## config.mk

```make
export PLATFORM = sky130hd
export DESIGN_NAME = trc_ram
export DESIGN_NICKNAME = d
export VERILOG_FILES = /design/src/sv/trc_ram.sv
export SDC_FILE = /design/constraint.sdc
export NUM_CORES = 1
export LEC_CHECK = 0
export BUFFER_PORTS_ARGS = -buffer_cell sky130_fd_sc_hd__clkbuf_2
export CELL_PAD_IN_SITES_DETAIL_PLACEMENT = 2
export CELL_PAD_IN_SITES_GLOBAL_PLACEMENT = 2
export CORE_MARGIN = 5
export CORE_UTILIZATION = 45
export DETAILED_ROUTE_END_ITERATION = 6
export GPL_TIMING_DRIVEN = 1
export PLACE_DENSITY = 0.81
export REMOVE_ABC_BUFFERS = 1
export SYNTH_ARGS = -nofsm -noshare
export SYNTH_HDL_FRONTEND = slang
export SYNTH_SLANG_ARGS = --single-unit
```

## constraint.sdc

```tcl
create_clock -name clk -period 2.89 [get_ports clk]
set_input_delay 0.4335 -clock clk [delete_from_list [all_inputs] [get_ports clk]]
set_output_delay 0.4335 -clock clk [all_outputs]
set_load 0.005 [all_outputs]
```

## src/sv/trc_ram.sv

```systemverilog
// ----------------------------------------------------------------------------
// trc_ram
// Generic single-clock RAM, one write and one read port, registered read.
// ----------------------------------------------------------------------------
module trc_ram #(
    parameter int WIDTH = 8,
    parameter int DEPTH = 16,
    parameter int AW    = (DEPTH > 1) ? $clog2(DEPTH) : 1
) (
    input  logic             clk,
    input  logic             wr_en,
    input  logic [AW-1:0]    wr_addr,
    input  logic [WIDTH-1:0] wr_data,
    input  logic             rd_en,
    input  logic [AW-1:0]    rd_addr,
    output logic [WIDTH-1:0] rd_data
);

    logic [WIDTH-1:0] mem [DEPTH];
    logic [WIDTH-1:0] rd_data_reg;

    always_ff @(posedge clk)
    begin
        if (wr_en)
        begin
            mem[wr_addr] <= wr_data;
        end
        if (rd_en)
        begin
            rd_data_reg <= mem[rd_addr];
        end
    end

    assign rd_data = rd_data_reg;

endmodule

```

=== After elaboration in Yosys (flattened, before gate mapping) ===
Memories as Yosys holds them, arrays and structs flattened. A register that Yosys moved wholly into a read port is not among the register bits.
Cells that the tools add are included.

* Bits in registers: 0
* Bits in writable memories: 128
* Bits of input ports: 19
* Output and inout bits: 8
* Logic and storage cells: 3
* Memories: 1

{| class="wikitable"
|+ Memories
! name !! depth !! width !! read ports !! clocked after memory_dff !! write ports !! RTL line !! text
|-
| mem || 16 || 8 || 1 || 1 || 1 || 19 || <nowiki>logic [WIDTH-1:0] mem [DEPTH];</nowiki>
|}

* Muxes and demuxes: 2

{| class="wikitable"
|+ Operator list
! cell !! number
|-
| $mux 1 || 2
|}

=== Depth between registers and ports, before layout ===
Gate-level depths: netlist of the first run.

* Depth after elaboration: 2
* Gate-level depth with buffers: 5
* Mapped depth without buffers: 3

=== Worst setup path before layout of the first run ===
No wires, ideal clock.

* Kind: input -> register
* Start: in wr_addr[2]
* End: mem mem[0][0], enable pin
* Setup time: 0.383 ns
* Arrival time: 1.543 ns
* Data required time: 2.507 ns
* Path slack: 0.964 ns
* Stages: 2
* Path buffers: 0
* Cells stage by stage: or3b_2 > nor3_1

{| class="wikitable"
|+ RTL lines
! element !! RTL line !! text
|-
| start, declared || 12 || <nowiki>input logic [AW-1:0] wr_addr,</nowiki>
|-
| end, declared || 19 ||
|}

No word-level cell before the write port.

==> impl_metrics.json, run 1 <==
{
  "critPathMaxStageDelay_ns": 0.43,
  "drc": 0,
  "overflow": 0,
  "dieArea_sq_um": 13870,
  "grt_start_max_net_pins": 33,
  "core_area_sq_um": 11420,
  "synth_edf_count": 136,
  "async_flop_share_pct": 0,
  "postRouteWirelength_mm": 12.96,
  "slowest_stage": "clkbuf_2",
  "fin_worst_skew_ns": 0.01055,
  "ios": 27,
  "critPathLaunchType": "primary input",
  "arrival_ns": 1.87,
  "drive_gt1_share_pct": 30.00,
  "required_ns": 3.04,
  "p_switching_uw": 958.1,
  "die_h_microns": 117.8,
  "tightestPinTransition_ns": 0.9769,
  "drt-met1-wl_mm": 5.519,
  "area_growth_pct": 17.83,
  "path_delay_family": "buffers and inverters",
  "comb_power_share_pct": 4.5,
  "dr.pass1.iters": 4,
  "critPathBufInv": 2,
  "pwr-share-clk_pct": 46.8,
  "drv_cap": 0,
  "max_slew_margin_pct": 34.63,
  "grt_first_pass_wirelength_mm": 19.51,
  "wl_met3_microns": 651,
  "place.gp.congestion": 0.7088,
  "wl_met2_mm": 6.622,
  "cp_max_fo": 17,
  "io_buffers": 26,
  "place_area_sq_um": 5573,
  "cts_hold_buffers": 0,
  "rsz0062_at_grt": "false",
  "fmax_ghz": 0.5809,
  "synthFlopType": "edfxtp_1",
  "powerDensity_nw_per_um2": 748.5,
  "yosys_warnings": 0,
  "cts_buffers": 17,
  "setup_viol": 0,
  "swShare_pct": 20.78,
  "vias": 2570,
  "track_usage_pct": 19.78,
  "grt_pass1_vias": 2838,
  "clock-sinks": 136,
  "path_cells": "clkbuf_2 > buf_12 > mux4_1 > a22oi_1 > nand2_1",
  "netlist_instances": 229,
  "cts_root_buf": "clkbuf_16",
  "largest_reg_flops": 128,
  "fillCellCount": 951,
  "hold_path_class": "in2reg",
  "ctsResizeCount": 0,
  "clk_latency_ns": 0.41,
  "h-tree-depth": 4,
  "synth.distinct_cells": 18,
  "outcome": "completed",
  "fin_area_sq_um": 6160,
  "finalCriticalPeriod_ns": 1.722,
  "yosysSeqAreaShare_pct": 78.12,
  "drtIter0Drc": 176,
  "pwr-share-seq_pct": 48.6,
  "diodes": 0,
  "finalHoldViolations": 0,
  "clockBufferDepth": 2,
  "hpwl_mm": 8.110,
  "synth_area_per_cell_sq_um": 22.83,
  "fin_crit_sh_pct": 59.57,
  "tns_ns": 0,
  "ir_drop_uv": 408.3,
  "die_w_microns": 117.8,
  "tritoncts": "done",
  "start_util_pct": 45.78,
  "drv_slew": 0,
  "p_int_mw": 3.653,
  "top_layer_used": "met4",
  "final_nets": 296,
  "row_count": 39,
  "routedWlPerCell_microns": 29.92,
  "power.leakage_nw": 2.073,
  "post_cts_buffers": 0,
  "clkTransAtPathRegs_ns": 0.06,
  "crit_type": "in2reg",
  "synth-seq-cells": 136,
  "vias_per_cell": 5.935,
  "syn_area_sq_um": 5228,
  "drtAntennaViolNets": 0,
  "antenna_found_initial": 0,
  "r2r_slack_ns": 1.29,
  "endpoint_kind": "register"
}
## metal layers
layer  up-vias  track usage [%]
li1       1077                -
met1      1374            26.31
met2       105            31.93
met3        14            4.950
met4         0            6.882
met5         -                0
## through the flow
stage          setup WS [ns]  utilization [%]  instances  power (mW)  hold WS (ns)
5_1_grt                1.164            53.94        433       4.781        0.4569
6_report               1.168            53.94        433       4.611        0.4552
3_3_place_gp          0.8370            48.81        401       2.472        0.7416
2_1_floorplan         0.9636                -        219       2.361        0.5324
4_1_cts                1.176            53.94        433       4.652        0.4487
3_5_place_dp          0.7515            48.81        401       2.493        0.7661
## worst paths after layout
kind / from / depth (start not counted) / to
hold reg to reg: mem[15][4] / 3 / rd_data[4]
hold / removal: wr_data[0] / 1 / mem[15][0]
setup reg to reg: mem[1][2] / 3 / rd_data[2]
setup / recovery: rd_addr[1] / 5 / rd_data[2]
## power by group through the flow
stage	clock network (mW)	logic [mW]	registers [mW]
2_1_floorplan	0	0.0886	2.27
3_3_place_gp	0	0.197	2.28
3_5_place_dp	0	0.211	2.28
4_1_cts	2.20	0.214	2.24
5_1_grt	2.31	0.225	2.24
6_report	2.16	0.209	2.24
## synthesized netlist by cell type (2+ instances only)
| master | number | area (sq um) |
|---|---|---|
| buf_2 | 3 | 15.01 |
| nor2_1 | 13 | 48.80 |
| buf_6 | 3 | 33.78 |
| edfxtp_1 | 136 | 4084 |
| clkdlybuf4s25_2 | 3 | 30.03 |
| nand2b_1 | 2 | 12.51 |
| mux4_1 | 14 | 367.9 |
| nor3_1 | 4 | 20.02 |
| mux4_2 | 18 | 405.4 |
| nand3b_1 | 2 | 15.01 |
| nand2_1 | 9 | 33.78 |
| a22oi_1 | 16 | 120.1 |
## cell families after synthesis
group,after synthesis,share of synthesized area [%]
and+or+nand+nor,35,3.136
muxes,32,14.79
DFF,136,78.12
AOI/OAI and AO/OA,16,2.298
buffers and inverters,10,1.651
## cells in the final DEF, fill, tap and decap left out, drive strengths merged
master	synthesis	layout
and2b	1	1
buf	7	13
nand3b	2	2
clkinv	0	8
nor2	13	13
or3b	1	1
clkinvlp	0	3
nor3	4	4
nor2b	1	1
nand2b	2	2
mux4	32	32
clkbuf	0	44
bufinv	0	3
nand3	1	1
nand2	9	9
edfxtp	136	136
a22oi	16	16
and2	1	1
## layout make-up
| cell class | count | area [sq um] | area share [%] |
|---|---|---|---|
| Timing Repair Buffer | 39 | 252.7 | 4.103 |
| Tap cell | 143 | 178.9 | 2.905 |
| Clock inverter | 14 | 157.7 | 2.559 |
| Sequential cell | 136 | 4084 | 66.30 |
| Multi-Input combinational cell | 83 | 1057 | 17.16 |
| Clock buffer | 18 | 429.2 | 6.967 |
(Power assumes the default switching activity.)
==> run 2: changes to the inputs <==
clock period = 1.7 ns   (was 2.89 ns; I/O delays follow)
==> run 2 against run 1 <==
  * Non-clock buffer count rose by 8
  * First-iteration DRC count rose by 50%
  * Clock-buffer cell count fell by 1
  * Critical path type is now reg2reg
==> impl_metrics.json, run 2 (synthesis results as in run 1) <==
{
  "io_buffers": 26,
  "setup_slack_ns": 0.1133,
  "final_common_cell": "edfxtp_1",
  "path_cells": "mux4_2 > a22oi_1 > nand2_1",
  "max_slew_margin_pct": 70.73,
  "grt.busiest_layer": "met2",
  "core_area_sq_um": 11420,
  "track_usage_pct": 21.84,
  "r2r-end": "rd_data[4]",
  "vias": 2619,
  "crit_type": "reg2reg",
  "drive_gt1_share_pct": 33.22,
  "grtUsageMet1_pct": 30.44,
  "grt_pass1_vias": 2954,
  "clockBufferDepth": 2,
  "endpoint_kind": "register",
  "clkTransAtPathRegs_ns": 0.06,
  "drv_slew": 0,
  "rsz0062_at_grt": "false",
  "finalCriticalPeriod_ns": 1.587,
  "antenna_found_initial": 0,
  "clock-sinks": 136,
  "largest_reg_flops": 128,
  "r2r-start": "mem[7][4]",
  "holdWs_ns": 0.2753,
  "clk_latency_ns": 0.42,
  "setup_viol": 0,
  "crit_end": "rd_data[4]",
  "grt_start_max_net_pins": 33,
  "outcome": "completed",
  "worst_r2r_path_depth": 3,
  "arrival_ns": 1.74,
  "worstSetupStartpoint": "mem[7][4]",
  "place.gp.congestion": 0.7384,
  "row_count": 39,
  "post_cts_buffers": 0,
  "dr.pass1.iters": 4,
  "cts_root_buf": "clkbuf_16",
  "drc": 0,
  "fin_crit_sh_pct": 93.33,
  "final_nets": 304,
  "finalHoldViolations": 0,
  "r2r_slack_ns": 0.11,
  "slowest_stage": "mux4_2",
  "hold_path_class": "in2reg",
  "required_ns": 1.85,
  "postRouteWirelength_mm": 14.13,
  "overflow": 0,
  "globalRouteMet2Util_pct": 34.51,
  "ios": 27,
  "tns_ns": 0,
  "start_util_pct": 45.78,
  "die_w_microns": 117.8,
  "cts_buffers": 17,
  "tightestPinTransition_ns": 0.4391,
  "grt_first_pass_wirelength_mm": 21.10,
  "die_h_microns": 117.8,
  "final_cell_mix": "edfxtp_1, clkbuf_2, buf_4, mux4_2, clkbuf_16",
  "met3_usage_pct": 5.046,
  "power.leakage_nw": 2.120,
  "h-tree-depth": 4,
  "dieArea_sq_um": 13870,
  "area_growth_pct": 19.41,
  "finalNonFillerCells": 441,
  "cp_max_fo": 1,
  "hpwl_mm": 8.477,
  "drtIter0Drc": 264,
  "drtAntennaViolNets": 0,
  "critPathLaunchType": "register",
  "fin_worst_skew_ns": 0.01123,
  "routedWlPerCell_microns": 32.04,
  "critPathMaxStageDelay_ns": 0.52,
  "diodes": 0,
  "power_mw": 7.944,
  "tritoncts": "done",
  "vias_per_cell": 5.939,
  "ir_drop_uv": 893.8,
  "drv_cap": 0,
  "fillCellCount": 948,
  "placed_cells": 409,
  "fmax_ghz": 0.6302,
  "powerDensity_nw_per_um2": 1273,
  "preCtsSetupSlack_ns": -0.2439
}
## run 2: cell types whose count changed in the layout (fill, tap and decap cells not counted), sizes merged
| cell | before | now |
|---|---|---|
| clkbuf | 44 | 43 |
| inv | 0 | 1 |
| clkinvlp | 3 | 4 |
| buf | 13 | 21 |
| clkinv | 8 | 7 |
## run 2: critical path: cells and delay by family (launching register included)
family / cells / cell delay [ns]
muxes: 1 / 0.52
and+or+nand+nor: 1 / 0.12
AOI/OAI and AO/OA: 1 / 0.30
DFF: 1 / 0.39
## run 2: area by class of cell
type	instances	area, sq um	share of cell area [%]
repair buffers	47	312.8	5.011
clock inverters	15	178.9	2.866
well taps	143	178.9	2.866
clock buffers	17	425.4	6.815
flip-flops and latches	136	4084	65.42
multi-input cells	83	1062	17.02
## run 2: timing repair
action | CTS | global route
hold buffers | 0 | 0
gates resized for setup | 0 | 1
endpoints found under the setup margin | 0 | 1
## run 2: power breakdown
group          total [mW]  internal (mW)  switching, mW  leakage, nW
Combinational       0.384          0.151          0.232        0.599
Sequential           3.81           3.78         0.0309         1.24
Clock                3.75           2.31           1.44        0.285
## run 2: routing by layer
metal	part of all wire [%]	vias to the layer above
met4	1.2	0
met2	51	99
met5	0	-
li1	-	1096
met1	42	1413
met3	5.7	11
## run 2: how the worst min path moves through the flow
| stage | slack [ns] | cells after the start | endpoint | from |
|---|---|---|---|---|
| final | 0.28 | 1 | rd_data[7] | rd_en |
| after global placement | 0.65 | 1 | rd_data[5] | rd_data[5] |
| after CTS | 0.26 | 1 | rd_data[7] | rd_en |
| after global routing | 0.26 | 1 | rd_data[7] | rd_en |
| after floorplan | 0.35 | 0 | mem[0][0] | wr_data[0] |
| after detailed placement | 0.67 | 1 | rd_data[4] | rd_data[4] |
## run 2: per-stage QoR
step	area (sq um)	utilization, %
final	6242	54.67
after floorplan	5141	-
after detailed placement	5633	49.33
after CTS	6237	54.62
after global routing	6242	54.67
after global placement	5633	49.33
==> run 3: changes to the inputs <==
CORE_UTILIZATION = 48   (was 45)
PLACE_DENSITY = 0.85   (was 0.81)
==> run 3 against run 2 <==
  * Critical path depth stayed put
  * Non-clock buffer count is 1 higher
  * Clock skew is 0.00061 ns higher
  * Largest cell class unchanged
==> impl_metrics.json, run 3 (synthesis results as in run 1) <==
{
  "core_area_sq_um": 10750,
  "setup_viol": 0,
  "p_int_mw": 5.739,
  "drv_cap": 0,
  "dieArea_sq_um": 13080,
  "placed_cells": 407,
  "dr.pass1.iters": 6,
  "setup_slack_ns": 0.07633,
  "fmax_ghz": 0.6159,
  "r2r_slack_ns": 0.08,
  "drive_gt1_share_pct": 32.11,
  "clkTransAtPathRegs_ns": 0.06,
  "cts_root_buf": "clkbuf_8",
  "vias_per_cell": 6.016,
  "grt_pass1_vias": 2906,
  "tritoncts": "done",
  "power.leakage_nw": 2.079,
  "place.gp.congestion": 0.7024,
  "multi_input_area_sq_um": 1057,
  "ios": 27,
  "pwr-share-clk_pct": 43.9,
  "p_switching_mw": 1.734,
  "outcome": "completed",
  "h-tree-depth": 4,
  "arrival_ns": 1.86,
  "io_buffers": 26,
  "critPathLaunchType": "register",
  "final_common_cell": "edfxtp_1",
  "grt_start_max_net_pins": 19,
  "final_nets": 305,
  "tightestPinTransition_ns": 0.8428,
  "die_h_microns": 114.4,
  "finalNonFillerCells": 439,
  "cts_buffers": 17,
  "comb_power_share_pct": 5.1,
  "track_usage_pct": 23.09,
  "clk_latency_ns": 0.51,
  "swShare_pct": 23.20,
  "post_cts_buffers": 0,
  "finalHoldViolations": 0,
  "power_mw": 7.473,
  "holdWs_ns": 0.1843,
  "area.sequential_sq_um": 4084,
  "area_growth_pct": 18.29,
  "fin_crit_sh_pct": 95.51,
  "vias": 2641,
  "postRouteWirelength_mm": 13.88,
  "start_util_pct": 48.65,
  "cts_hold_buffers": 0,
  "required_ns": 1.94,
  "preCtsSetupSlack_ns": -0.1902,
  "fin_worst_skew_ns": 0.01184,
  "max_slew_margin_pct": 43.69,
  "powerDensity_nw_per_um2": 1209,
  "endpoint_kind": "register",
  "tns_ns": 0,
  "ctsResizeCount": 0,
  "die_w_microns": 114.4,
  "drc": 0,
  "hold_depth": 1,
  "r2r-start": "mem[10][1]",
  "clockBufferDepth": 2,
  "drv_slew": 0,
  "ir_drop_uv": 666.9,
  "diodes": 0,
  "hold_path_class": "in2reg",
  "row_count": 38,
  "worst_r2r_path_depth": 3,
  "hold_end": "mem[8][1]",
  "final_cell_mix": "edfxtp_1, clkbuf_2, mux4_2, buf_4",
  "hpwl_mm": 8.530,
  "fillCellCount": 906,
  "overflow": 0,
  "fin_area_sq_um": 6183,
  "drtIter0Drc": 269,
  "routedWlPerCell_microns": 31.61,
  "cp_max_fo": 1,
  "drtAntennaViolNets": 0,
  "place_area_sq_um": 5662,
  "crit_type": "reg2reg",
  "final_core_util_pct": 57.55,
  "clock-sinks": 136,
  "grt_first_pass_wirelength_mm": 20.72,
  "worstSetupStartpoint": "mem[10][1]",
  "largest_reg_flops": 128,
  "pwr-share-seq_pct": 51.0,
  "r2r-end": "rd_data[1]",
  "antenna_found_initial": 0,
  "worstHoldStart": "wr_data[1]",
  "rsz0062_at_grt": "false",
  "finalCriticalPeriod_ns": 1.624
}
==> run 3: changes by cell type in the layout (fill, tap and decap cells not counted), moves of 2 or more <==
| cell | previous run | this run |
|---|---|---|
| inv_6 | 1 | 3 |
| bufinv_16 | 3 | 0 |
| clkinvlp_4 | 4 | 7 |
| clkinv_4 | 4 | 2 |
| buf_12 | 2 | 4 |
| clkinv_2 | 3 | 0 |
| clkbuf_1 | 0 | 2 |
==> run 3: worst max-delay path, stage by stage, from the launching register on <==
cell      delay [ns]
edfxtp_1        0.41
mux4_1          0.53
a22oi_1         0.30
nand2_1         0.11
==> run 3: power groups by stage <==
stage	sequential [mW]	clock [mW]	combinational (mW)
floorplan	3.86	0	0.151
global placement	3.86	0	0.343
detailed placement	3.88	0	0.378
CTS	3.81	3.34	0.388
global route	3.81	3.52	0.407
finish	3.81	3.28	0.382
==> run 3: how the worst max path moves through the flow <==
stage,endpoint,slack [ns],cells after the start
floorplan,mem[0][0],-0.05,2
global placement,rd_data[4],-0.08,5
detailed placement,rd_data[4],-0.19,5
CTS,rd_data[4],0.05,3
global route,rd_data[0],0.03,3
finish,rd_data[1],0.08,3
==> run 3: final cells by class <==
type                    instances  share of cell area (%)
multi-input cells              83                   17.10
repair buffers                 48                   5.585
clock buffers                  19                   6.819
clock inverters                13                   1.619
well taps                     140                   2.833
flip-flops and latches        136                   66.05
==> run 3: per-layer routing <==
| layer | vias up | global-route usage (%) | wire length [microns] | part of all wire [%] |
|---|---|---|---|---|
| li1 | 1094 | - | - | - |
| met1 | 1433 | 32.16 | 5894 | 42 |
| met2 | 102 | 38.37 | 7205 | 52 |
| met3 | 12 | 4.175 | 662 | 4.8 |
| met4 | 0 | 5.542 | 114 | 0.82 |
| met5 | - | 0 | 0 | 0 |
