[config.mk]
export PLATFORM = sky130hd
export DESIGN_NAME = trc_scan
export DESIGN_NICKNAME = d
export VERILOG_FILES = /design/src/sv/trc_pkg.sv /design/src/sv/trc_scan.sv
export SDC_FILE = /design/constraint.sdc
export NUM_CORES = 1
export LEC_CHECK = 0
export ABC_AREA = 1
export BUFFER_PORTS_ARGS = -buffer_cell sky130_fd_sc_hd__buf_2
export CAP_MARGIN = 20
export CORE_ASPECT_RATIO = 0.75
export CORE_UTILIZATION = 59
export CTS_CLUSTER_DIAMETER = 120
export CTS_CLUSTER_SIZE = 28
export DETAILED_ROUTE_END_ITERATION = 8
export GPL_TIMING_DRIVEN = 0
export PLACE_DENSITY_LB_ADDON = 0.08
export SETUP_SLACK_MARGIN = 0.15
export SYNTH_ARGS = -nofsm -noshare
export SYNTH_HDL_FRONTEND = slang
export SYNTH_SLANG_ARGS = --single-unit
[constraint.sdc]
create_clock -name clk -period 7.65 [get_ports clk]
set_input_delay 1.53 -clock clk [delete_from_list [all_inputs] [get_ports clk]]
set_output_delay 1.53 -clock clk [all_outputs]
set_load 0.03 [all_outputs]
[src/sv/trc_pkg.sv]
// ----------------------------------------------------------------------------
// trc_pkg
// Shared types and constants for the tightest range classifier.
// ----------------------------------------------------------------------------
package trc_pkg;

    localparam int VALUE_W   = 32;
    localparam int IDX_OUT_W = 7;
    localparam int CNT_OUT_W = 8;

    typedef enum logic [1:0] {
        CMD_CLEAR  = 2'd0,
        CMD_APPEND = 2'd1,
        CMD_LOOKUP = 2'd2
    } cmd_t;

    typedef enum logic [1:0] {
        ST_IDLE,
        ST_SCAN,
        ST_DRAIN,
        ST_REPORT
    } state_t;

    // one stored rule, as held in the rule memory
    typedef struct packed {
        logic               kind;
        logic [VALUE_W-1:0] high;
        logic [VALUE_W-1:0] low;
    } rule_t;

    // scanner control from the sequencer
    typedef struct packed {
        logic init;   // forget the best match, a new lookup starts
        logic vld;    // memory read data is a rule to compare this cycle
    } scan_ctl_t;

endpackage

[src/sv/trc_scan.sv]
// ----------------------------------------------------------------------------
// trc_scan
// Compares one rule per cycle against the query and keeps the narrowest hit.
// ----------------------------------------------------------------------------
module trc_scan
    import trc_pkg::*;
#(
    parameter int IDX_W = 7
) (
    input  logic               clk,
    input  logic               rst_n,
    input  scan_ctl_t          ctl,
    input  logic [IDX_W-1:0]   rule_idx,
    input  rule_t              rule,
    input  logic [VALUE_W-1:0] query_value,
    input  logic               query_kind,
    output logic               best_found,
    output logic [IDX_W-1:0]   best_idx,
    output logic [VALUE_W-1:0] min_span
);

    logic               found_reg, found_next;
    logic [IDX_W-1:0]   idx_reg, idx_next;
    logic [VALUE_W-1:0] span_reg, span_next;
    logic [VALUE_W-1:0] span;
    logic               hit;

    always_comb
    begin
        span = rule.high - rule.low;
        hit  = (rule.kind == query_kind) && (query_value >= rule.low)
            && (query_value <= rule.high);

        found_next = found_reg;
        idx_next   = idx_reg;
        span_next  = span_reg;
        if (ctl.init)
        begin
            found_next = 1'b0;
        end
        else if (ctl.vld && hit && (!found_reg || span < span_reg))
        begin
            // strict less-than keeps the earliest rule on a tie
            found_next = 1'b1;
            idx_next   = rule_idx;
            span_next  = span;
        end
    end

    always_ff @(posedge clk or negedge rst_n)
    begin
        if (!rst_n)
        begin
            found_reg <= 1'b0;
        end
        else
        begin
            found_reg <= found_next;
        end
    end

    always_ff @(posedge clk)
    begin
        idx_reg  <= idx_next;
        span_reg <= span_next;
    end

    assign best_found = found_reg;
    assign best_idx   = idx_reg;
    assign min_span   = span_reg;

endmodule

# After elaboration in Yosys (flattened, before gate mapping)
# Cells that the tools add are included.
[word_totals]
regBits = 40
inputBits = 109
out_inout_bits = 40
wordCells = 19
[classes]
addsub = 1
n_lt_le_gt_ge = 3
eq_ne = 1
muxes = 2
bitwise_logic = 1
n_reduce_logical = 8
[ops]
columns = ["operator", "n"]
rows = [
  ["$ge A32 B32 Y1", 1],
  ["$le A32 B32 Y1", 1],
  ["$lt A32 B32 Y1", 1],
  ["$sub A32 B32 Y32", 1],
  ["$logic_and A1 B1 Y1", 4],
  ["$mux W1", 2],
  ["$reduce_and A2 Y1", 1],
  ["$reduce_bool A2 Y1", 1],
  ["$eq A1 B1 Y1", 1],
  ["$logic_not A1 Y1", 1],
  ["$logic_or A1 B1 Y1", 1],
  ["$not A1 Y1", 1],
]

# Longest topological paths before layout
# Gate-level depths: netlist of the first run.
[depth]
depth_word = 7
ltp_mapped = 21
ltp_nobuf = 21

# Least setup slack after synthesis of the first run
# OpenSTA, ideal clock, no wires.
[synth_timing]
kind = "input port to flip-flop"
startpoint = "input rule[32] (netlist bit)"
endpoint = "register idx_reg[0] (netlist: best_idx[0]) (enable)"
setup_ns = 0.435
arrival_ns = 5.357
required_ns = 7.215
path_slack_ns = 1.858
stages = 18
n_path_buf = 0
path_cell_list = "inv_1 > ha_1 > fa_1 > o21ai_2 > nand2_2 > nand2_2 > nand3_2 > nand3_4 > nand3_2 > nand3_1 > nand2_1 > ha_1 > nand2_1 > o21ai_0 > a21oi_1 > a21boi_0 > a21boi_0 > nor2_1"
[synth_via]
elab_chain_len = 5
word_cells_on_any_way = 8
cone_classes = "add/sub (1); order compare (2); reduce/logical (5)"
[synth_rtl]
columns = ["item", "line_no", "text"]
rows = [
  ["from (decl)", "trc_scan.sv:14", "input rule_t rule,"],
  ["$sub A32 B32 Y32", "trc_scan.sv:30", "span = rule.high - rule.low;"],
  ["named net span[30]", "trc_scan.sv:25", "logic [VALUE_W-1:0] span;"],
  ["$lt A32 B32 Y1", "trc_scan.sv:41", "else if (ctl.vld && hit && (!found_reg || span < span_reg))"],
  ["$logic_or A1 B1 Y1", "trc_scan.sv:41", ""],
  ["$logic_and A1 B1 Y1", "trc_scan.sv:41", ""],
  ["$reduce_and A2 Y1 (no source line)", "-", ""],
  ["to (signal assigned)", "trc_scan.sv:64", "idx_reg <= idx_next;"],
  ["to (decl)", "trc_scan.sv:23", "logic [IDX_W-1:0] idx_reg, idx_next;"],
]
# The timed path passes the listed nets, and every way through them passes these cells.
# A chain may end at the register's enable or synchronous reset.

# Worst setup path after layout of the first run
[layout_timing]
startpoint = "input rule[16] (netlist bit)"
endpoint = "register span_reg[7] (netlist: min_span[7]) (enable)"
[layout_via]
word_cells_on_any_way = 9
cone_classes = "add/sub (1); order compare (2); reduce/logical (6)"
[layout_lines]
columns = ["item", "line_no", "text"]
rows = [
  ["$sub A32 B32 Y32", "trc_scan.sv:30", ""],
  ["named net span[27]", "trc_scan.sv:25", ""],
  ["$lt A32 B32 Y1", "trc_scan.sv:41", ""],
  ["$logic_or A1 B1 Y1", "trc_scan.sv:41", ""],
  ["$logic_and A1 B1 Y1", "trc_scan.sv:41", ""],
  ["$reduce_and A2 Y1 (no source line)", "-", ""],
  ["to (signal assigned)", "trc_scan.sv:65", "span_reg <= span_next;"],
  ["to (decl)", "trc_scan.sv:24", "logic [VALUE_W-1:0] span_reg, span_next;"],
]
# The timed path passes the listed nets, and every way through them passes these cells.

==> flow_summary_export.csv, run 1 <==
group,metric,value,unit
floorplanning,core,9230,sq um
placed_design,dpl.hpwl,13900,um
timing,rsz0062_at_grt,"no",
synthesis,synth_area,5740,sq um
flow_run,cap_violations,0,
global_route,overflow,0,
synthesis,netlist_instances,810,
synthesis,synth_cell_type_count,33,
detailed_routing,detail-route-antenna-nets,0,
placed_design,io_buffers,148,
clock_network,ctsHoldBuffers,0,
setup_path,worst_r2r_path_depth,10,
clock_network,post_cts_resized,0,
setup_path,reg2reg_slack,5.02,ns
global_route,grtUsageTotal,32.6,%
setup_path,r2r-start,"min_span[9]",
floorplanning,die_y,87.4,um
setup_path,worst-setup-path-type,"input pin to register",
timing,tightest_slew,0.526,ns
synthesis,synth_common_cells,"194 x nand2_1, 158 x inv_1, 126 x ha_1",
timing,setup_violations,0,
floorplanning,die_area,10100,sq um
placed_design,globalplace.congestion,0.930,
layout,drive_above_1_share,18.7,%
clock_network,clk_pin_slew,0.06,ns
synthesis,synth-warning-count,0,
setup_path,r2r_end,"min_span[7]",
worst_hold_path,min_from,"best_found",
clock_network,clockBufferDepth,2,
layout,final_core_util,73.8,%
synthesis,yosys-top-cells-area,"ha_1 27%, edfxtp_1 20%, nand2_1 13%",
timing,relSlewSlack,64.9,%
floorplanning,num_io_pins,149,
synthesis,synth_top_flop_cell,"edfxtp_1",
layout,layout.nets,1202,
detailed_routing,drc_errors,0,
floorplanning,fp-row-count,30,
timing,tns,0,ns
synthesis,synth-async-reset-ratio,2.50,%
synthesis,synth_top_cell_by_area,"ha_1",
timing,fin_ws,2.50,ns
synthesis,synth_most_common_cell,"nand2_1",
layout,final_area,6820,sq um
timing,drv_slew,0,
run_status,status,"finished clean",
detailed_routing,drt_wl_total,16100,um
floorplanning,start_util,62.1,%
setup_path,critPathLaunchType,"input pin",
timing,max_freq,194,MHz
placed_design,dp_cells,1087,
detailed_routing,drtIter0Drc,607,
detailed_routing,wl_per_cell,14.7,um
clock_network,postCtsSetupBuffers,0,
timing,hold_viol,0,
worst_hold_path,min_to,"best_found",
clock_network,cts_buffers,5,
worst_hold_path,worstHoldPathType,"register to register",
clock_network,tritoncts,"done",
layout,area_delta_synth_final,18.8,%
global_route,grt_pass1_wl,26000,um
power,p_leak,3.86,nW
synthesis,ys_seq_elements,40,
layout,insertedDiodeCount,0,
detailed_routing,num_vias,6022,
setup_path,cp.arrival,5.14,ns
placed_design,dp_slack,2.31,ns
synthesis,synth_enable_flop_cells,39,
worst_hold_path,min_path_cells,2,
placed_design,placed_area,6670,sq um
power,total_power,0.879,mW
layout,final_cells,1095,
floorplanning,die_w,116,um
setup_path,endpoint_kind,"register",
power,powerDensity,129,nW/um^2
power,vdd_drop_max,0.105,mV
synthesis,syn_nets,1046,
synthesis,seq_area_frac_synth,20.9,%
timing,min_period,5.15,ns
timing,fin_worst_skew,0.00645,ns
clock_network,ctsRootBufferMaster,"clkbuf_16",
detailed_routing,post_drt_via_cell_ratio,5.50,
synthesis,synth_top_area_share,27.5,%
global_route,grt_max_degree,25,
timing,holdWs,0.516,ns
global_route,antenna_found_initial,0,
detailed_routing,firstDrtPassIters,5,
synthesis,syn_avg_cell_area,7.08,sq um
timing,post-route-period-util,67.4,%
clock_network,cts_sinks,40,
global_route,grt_pass1_vias,5575,
clock_network,worstSkewPairLatency,0.28,ns
clock_network,htree_num_levels,2,
setup_path,cp_data_required_time,7.64,ns
setup_path,critical_path.max_fanout,24,
area by class of cell:
class                      count  area, sq um
timing repair buffer         149          768
clock buffer                   5          125
fill                         726         2420
clock inverter                 3         18.8
tap                          128          160
inverter                     158          593
multi-input combinational    612         3950
sequential                    40         1200
routing by layer:
layer	wire length [um]	share of wire, %	global-route usage (%)
met1	7590	47	47.2
met2	6860	43	52.4
met3	1420	8.8	2.78
met4	219	1.4	7.46
met5	0	0	0
flip-flops by register name, indices dropped and copies added, names as in the netlist:
signal      cells
best_found      1
best_idx        7
min_span       32
cell families (layout without fill, tap and decap cells):
logic type | after synthesis | after routing | synth area share, %
flip-flops | 40 | 40 | 20.9
AO/OA/AOI/OAI | 133 | 133 | 12.9
buffers and inverters | 158 | 315 | 10.3
XOR/XNOR | 20 | 20 | 3.05
adder cells (fa/ha/maj) | 127 | 127 | 27.8
AND/OR/NAND/NOR | 332 | 332 | 25.0
power breakdown:
part	switching, mW	total, mW	leakage, nW	internal [mW]
combinational	0.264	0.419	3.42	0.155
clock	0.0827	0.203	0.0736	0.120
sequential	0.00244	0.258	0.367	0.255
total	0.349	0.879	3.86	0.530
layout by cell type, fill, tap and decap left out, types with 3 or more instances in the layout:
master / netlist / final
nand2_1: 194 / 194
inv_1: 158 / 158
buf_2: 0 / 148
ha_1: 126 / 126
a21oi_1: 78 / 78
nor2_1: 65 / 64
edfxtp_1: 39 / 39
o21ai_0: 28 / 28
nand3_1: 27 / 27
xor2_1: 16 / 16
nand4_1: 11 / 11
nand2_2: 9 / 9
nor3_1: 8 / 8
a21o_1: 6 / 6
o21bai_1: 6 / 6
nor4_1: 5 / 5
clkbuf_16: 0 / 5
o21ai_2: 4 / 4
xnor2_1: 4 / 4
nand3_2: 3 / 3
a21boi_0: 3 / 3
nand3b_1: 3 / 3
critical path, cell delays in order:
cell	delay, ns
buf_2	0.07
inv_1	0.05
ha_1	0.39
a21oi_1	0.29
nor2_1	0.07
nor2_1	0.20
o21ai_0	0.14
a21oi_1	0.20
nand2_1	0.07
nand2_1	0.06
nand2_1	0.10
ha_1	0.31
a21oi_1	0.18
o21ai_0	0.12
a21oi_1	0.18
a21boi_0	0.21
a21boi_0	0.20
nor2_4	0.49
buf_16	0.23
worst max-delay path by stage:
stage,cells after the start,end,startpoint
final,19,min_span[7],rule[16]
after global routing,18,min_span[7],rule[22]
after CTS,22,best_idx[4],rule[32]
after detailed placement,22,min_span[2],rule[32]
after global placement,18,min_span[0],rule[16]
after floorplan,18,best_idx[0],rule[32]
Note: power is estimated with default switching activity, not from simulation.
==> run 2, diff against run 1 <==
Settings changed: CORE_UTILIZATION 59 to 55.
Clock period 7.65 ns to 5.13 ns, I/O delays scaled along.
==> run 2 against run 1 <==
Against the previous run:
- critical path depth did not move
- wire length fell by 13%
- via count fell by 6.6%
- clock power rose by 46%
- cell count rose by 0.37%
- first-iteration DRC count fell by 41%
- utilization fell by 4.9 points
- combinational power rose by 42%
- flip-flop and latch count did not move
- critical path type unchanged
- critical endpoint is now min_span[17]
- largest cell class unchanged
==> flow_summary_export.csv, run 2 (synthesized netlist as in run 1, its figures left out) <==
group,metric,value,unit
clock_network,postCtsSetupBuffers,0,
setup_path,critical_path.max_fanout,23,
detailed_routing,post_drt_via_cell_ratio,5.12,
setup_path,cpMaxStageDelayCell,"nor2_4",
timing,max_freq,224,MHz
floorplanning,die_y,90.4,um
floorplanning,die_area,10800,sq um
layout,final_cell_mix,"194 x nand2_1, 158 x inv_1, 148 x buf_2",
detailed_routing,drt_wl_total,14100,um
detailed_routing,drc_errors,0,
placed_design,dpl.hpwl,12500,um
power,power.share.clock,23.3,%
placed_design,globalplace.congestion,0.971,
global_route,overflow,0,
layout,largest_reg_flops,32,
layout,drive_above_1_share,18.7,%
timing,hold_viol,0,
layout,final_core_util,69.0,%
clock_network,clk_pin_slew,0.06,ns
placed_design,placed_area,6680,sq um
detailed_routing,detail-route-antenna-nets,0,
setup_path,critPathLaunchType,"input pin",
layout,layout.nets,1202,
layout,layout_commonest_cell,"nand2_1",
detailed_routing,wl_per_cell,12.8,um
clock_network,clockBufferDepth,2,
worst_hold_path,worstHoldPathType,"input pin to asynchronous set/reset pin",
clock_network,cts_buffers,5,
floorplanning,fp-row-count,31,
floorplanning,core,9890,sq um
floorplanning,start_util,58.0,%
timing,setup_violations,0,
floorplanning,num_io_pins,149,
power,power_frac_comb,46.7,%
power,powerDensity,187,nW/um^2
detailed_routing,num_vias,5623,
setup_path,endpoint_kind,"register",
setup_path,critPathMaxStageDelay,0.47,ns
power,internal_power,0.786,mW
layout,final_area,6820,sq um
run_status,status,"finished clean",
setup_path,worst-setup-path-type,"input pin to register",
power,power.switching,0.491,mW
setup_path,r2r-start,"min_span[31]",
detailed_routing,firstDrtPassIters,5,
timing,relSlewSlack,64.9,%
timing,drv_slew,0,
placed_design,io_buffers,148,
timing,rsz0062_at_grt,"no",
layout,area_delta_synth_final,18.9,%
placed_design,dp_slack,0.373,ns
layout,fillers,924,
power,p_leak,3.86,nW
layout,insertedDiodeCount,0,
clock_network,ctsRootBufferMaster,"clkbuf_16",
global_route,grtUsageTotal,26.5,%
setup_path,r2r_end,"min_span[17]",
global_route,grt_pass1_wl,23500,um
clock_network,post_cts_resized,0,
setup_path,cp.arrival,4.44,ns
global_route,grt_max_degree,24,
clock_network,tritoncts,"done",
setup_path,reg2reg_slack,2.69,ns
timing,fin_worst_skew,0.00310,ns
floorplanning,die_w,120,um
timing,post-route-period-util,86.9,%
power,pwr-share-seq,30.1,%
clock_network,worstSkewPairLatency,0.28,ns
clock_network,cts_sinks,40,
clock_network,htree_num_levels,2,
flow_run,cap_violations,0,
global_route,antenna_found_initial,0,
power,vdd_drop_max,0.120,mV
timing,fin_ws,0.674,ns
setup_path,crit_chain,"buf_2 > inv_1 > ha_1 > a21oi_1 > nor2_1 > nor2_1 > o21ai_0 > a21oi_1 > nand2_1 > nand2_1 > nand2_1 > ha_1 > a21oi_1 > o21ai_0 > a21oi_1 > a21boi_0 > a21boi_0 > nor2_4 > buf_16",
clock_network,ctsHoldBuffers,0,
timing,tightest_slew,0.526,ns
setup_path,crit_top_cell,"a21oi_1",
setup_path,cp_data_required_time,5.12,ns
timing,min_period,4.46,ns
power,swShare,38.5,%
setup_path,worst_r2r_path_depth,9,
global_route,grt_pass1_vias,5152,
detailed_routing,drtIter0Drc,356,
run 2: stage by stage:
step / cells / hold slack [ns] / total power [mW] / TNS (ns)
floorplan: 810 / 0.664 / 0.800 / 0
global placement: 1090 / 0.494 / 0.959 / -15.20
detailed placement: 1091 / 0.501 / 0.974 / 0
CTS: 1099 / 0.508 / 1.28 / 0
global route: 1099 / 0.506 / 1.38 / 0
finish: 1099 / 0.508 / 1.28 / 0
run 2: cell type report:
class | count | area (sq um) | area share, %
clock inverter | 3 | 18.8 | 0.275
inverter | 158 | 593 | 8.70
multi-input combinational | 612 | 3950 | 58.0
timing repair buffer | 149 | 768 | 11.3
clock buffer | 5 | 125 | 1.83
sequential | 40 | 1200 | 17.5
tap | 132 | 165 | 2.42
run 2: worst max-delay path by stage:
| stage | slack [ns] | cells after the start | end | startpoint |
|---|---|---|---|---|
| floorplan | 0.47 | 18 | best_idx[0] | rule[32] |
| CTS | 0.67 | 22 | min_span[28] | rule[32] |
| detailed placement | 0.37 | 22 | min_span[0] | rule[32] |
| global placement | -0.39 | 20 | min_span[0] | rule[0] |
| global route | 0.33 | 18 | min_span[6] | rule[22] |
| finish | 0.67 | 19 | min_span[17] | rule[16] |
run 2: routing by layer:
metal	GRT usage, %	part of all wire [%]	up-vias
li1	-	-	2979
met3	1.83	6.9	8
met1	41.6	54	2429
met4	3.65	0.58	0
met2	39.8	39	207
met5	0	0	-
run 2: worst max-delay path: cells and delay by family:
kind | cells | cell delay, ns
compound gates | 8 | 1.39
fa+ha+maj | 2 | 0.72
buf+inv | 3 | 0.35
simple gates | 6 | 0.95
run 2: power by group through the flow:
stage                     logic, mW  clock network (mW)  registers (mW)
final                         0.596               0.297           0.384
after global routing          0.680               0.316           0.385
after CTS                     0.589               0.303           0.384
after detailed placement      0.583                   0           0.391
after global placement        0.568                   0           0.391
after floorplan               0.394                   0           0.405
==> run 3, diff against run 2 <==
Settings changed: CORE_UTILIZATION 55 to 56, CTS_BUF_LIST set to sky130_fd_sc_hd__clkbuf_4.
==> run 3 against run 2 <==
Against the previous run:
- critical path depth decreased by 1
- clock skew increased by 0.011 ns
- combinational power increased by 3%
- worst hold slack got worse by 0.078 ns
- global-route usage increased by 2.8 points
- power decreased by 5.8%
- largest cell class unchanged
- critical path type unchanged
- fmax increased by 0.20%
- clock power decreased by 31%
- cell count unchanged
- clock-buffer cell count unchanged
- setup slack improved by 0.0089 ns
- sequential share of layout area increased by 0.17 points
- highest routed layer unchanged
==> flow_summary_export.csv, run 3 (synthesized netlist as in run 1, its figures left out) <==
group,metric,value,unit
layout,layout.nets,1202,
timing,setup_violations,0,
global_route,grt_pass1_wl,25000,um
placed_design,globalplace.congestion,0.988,
detailed_routing,drt_wl_total,15300,um
layout,insertedDiodeCount,0,
layout,final_cell_mix,"194 x nand2_1, 158 x inv_1, 148 x buf_2",
floorplanning,die_area,10700,sq um
run_status,status,"finished clean",
layout,layout_commonest_cell,"nand2_1",
global_route,grtUsageTotal,29.3,%
worst_hold_path,worstHoldPathType,"input pin to asynchronous set/reset pin",
clock_network,post_cts_resized,0,
floorplanning,core,9810,sq um
timing,drv_slew,0,
power,swShare,40.9,%
placed_design,dpl.hpwl,13600,um
power,powerDensity,178,nW/um^2
timing,fin_ws,0.683,ns
timing,rsz0062_at_grt,"no",
clock_network,clk_pin_slew,0.11,ns
power,power_frac_comb,51.0,%
floorplanning,start_util,58.4,%
timing,max_freq,225,MHz
power,power.switching,0.492,mW
power,vdd_drop_max,0.0956,mV
detailed_routing,post_drt_via_cell_ratio,5.33,
layout,drive_above_1_share,18.7,%
setup_path,cp_data_required_time,5.19,ns
setup_path,worst-setup-path-type,"input pin to register",
clock_network,postCtsSetupBuffers,0,
floorplanning,die_y,89.6,um
floorplanning,fp-row-count,31,
clock_network,worstSkewPairLatency,0.36,ns
clock_network,ctsRootBufferMaster,"clkbuf_4",
clock_network,clockBufferDepth,2,
timing,tightest_slew,0.533,ns
detailed_routing,drtIter0Drc,390,
clock_network,tritoncts,"done",
floorplanning,die_w,119,um
detailed_routing,num_vias,5858,
layout,largest_reg_flops,32,
timing,relSlewSlack,64.4,%
timing,fin_worst_skew,0.0142,ns
timing,hold_viol,0,
global_route,grt_pass1_vias,5462,
global_route,antenna_found_initial,0,
flow_run,cap_violations,0,
power,internal_power,0.711,mW
clock_network,cts_buffers,5,
clock_network,htree_num_levels,2,
setup_path,critPathLaunchType,"input pin",
clock_network,cts_sinks,40,
detailed_routing,detail-route-antenna-nets,0,
power,pwr-share-seq,31.9,%
placed_design,dp_slack,0.400,ns
timing,tns,0,ns
detailed_routing,wl_per_cell,13.9,um
floorplanning,num_io_pins,149,
setup_path,cp.arrival,4.51,ns
detailed_routing,drc_errors,0,
global_route,grt_max_degree,24,
detailed_routing,firstDrtPassIters,5,
setup_path,critical_path.max_fanout,23,
timing,post-route-period-util,86.7,%
power,p_leak,3.83,nW
placed_design,io_buffers,148,
setup_path,endpoint_kind,"register",
global_route,overflow,0,
clock_network,ctsHoldBuffers,0,
layout,area_delta_synth_final,17.8,%
timing,min_period,4.45,ns
power,power.share.clock,17.1,%
setup_path,worst_r2r_path_depth,10,
==> run 3: cell count changes in the layout (fill, tap and decap cells not counted), sizes merged <==
cell	change
bufinv	+1
clkinv	-2
clkinvlp	+1
==> run 3: area by class of cell <==
| class | count | area [sq um] |
|---|---|---|
| fill | 857 | 3060 |
| inverter | 158 | 593 |
| timing repair buffer | 149 | 768 |
| multi-input combinational | 612 | 3950 |
| clock inverter | 3 | 42.5 |
| sequential | 40 | 1200 |
| clock buffer | 5 | 37.5 |
| tap | 132 | 165 |
==> run 3: worst max-delay path, cell delays in order <==
cell and delay (ns):
buf_2 0.08, inv_1 0.05, ha_1 0.39, a21oi_1 0.21, a21boi_0 0.30, o21ai_0 0.21
a21oi_1 0.23, nand2_1 0.08, nand2_1 0.06, nand2_1 0.09, ha_1 0.30, a21oi_1 0.15
o21ai_0 0.10, a21oi_1 0.12, a21boi_0 0.19, a21boi_0 0.18, nor2_4 0.48, buf_16 0.24
==> run 3: per-layer routing <==
| metal | wire length, um | up-vias | track usage, % | share of wire, % |
|---|---|---|---|---|
| li1 | - | 2987 | - | - |
| met1 | 7860 | 2596 | 43.1 | 51 |
| met2 | 6250 | 263 | 47.4 | 41 |
| met3 | 1090 | 12 | 2.46 | 7.1 |
| met4 | 116 | 0 | 5.41 | 0.76 |
| met5 | 0 | - | 0 | 0 |
==> run 3: power by group through the flow <==
stage,Sequential [mW],Clock (mW),Combinational (mW)
6_report,0.384,0.206,0.613
5_1_grt,0.385,0.222,0.693
4_1_cts,0.384,0.209,0.603
3_3_place_gp,0.391,0,0.568
2_1_floorplan,0.405,0,0.394
3_5_place_dp,0.391,0,0.598
==> run 3: through the flow <==
step	util, %	instance area, sq um	hold WS, ns	std cells	total power, mW
finish	68.9	6760	0.430	1099	1.20
global route	68.9	6760	0.414	1099	1.30
CTS	68.9	6760	0.423	1099	1.20
detailed placement	68.0	6680	0.505	1091	0.989
global placement	67.7	6640	0.493	1090	0.959
floorplan	-	5740	0.664	810	0.800
==> run 3: final timing paths <==
check	start	end	slack, ns
min in group clk	best_found	best_found	0.53
hold reg to reg	best_found	best_found	0.53
hold / removal	rst_n	best_found	0.43
setup reg to reg	min_span[19]	min_span[26]	2.61
setup / recovery	rule[22]	min_span[26]	0.68
max in group asynchronous	rst_n	best_found	4.62
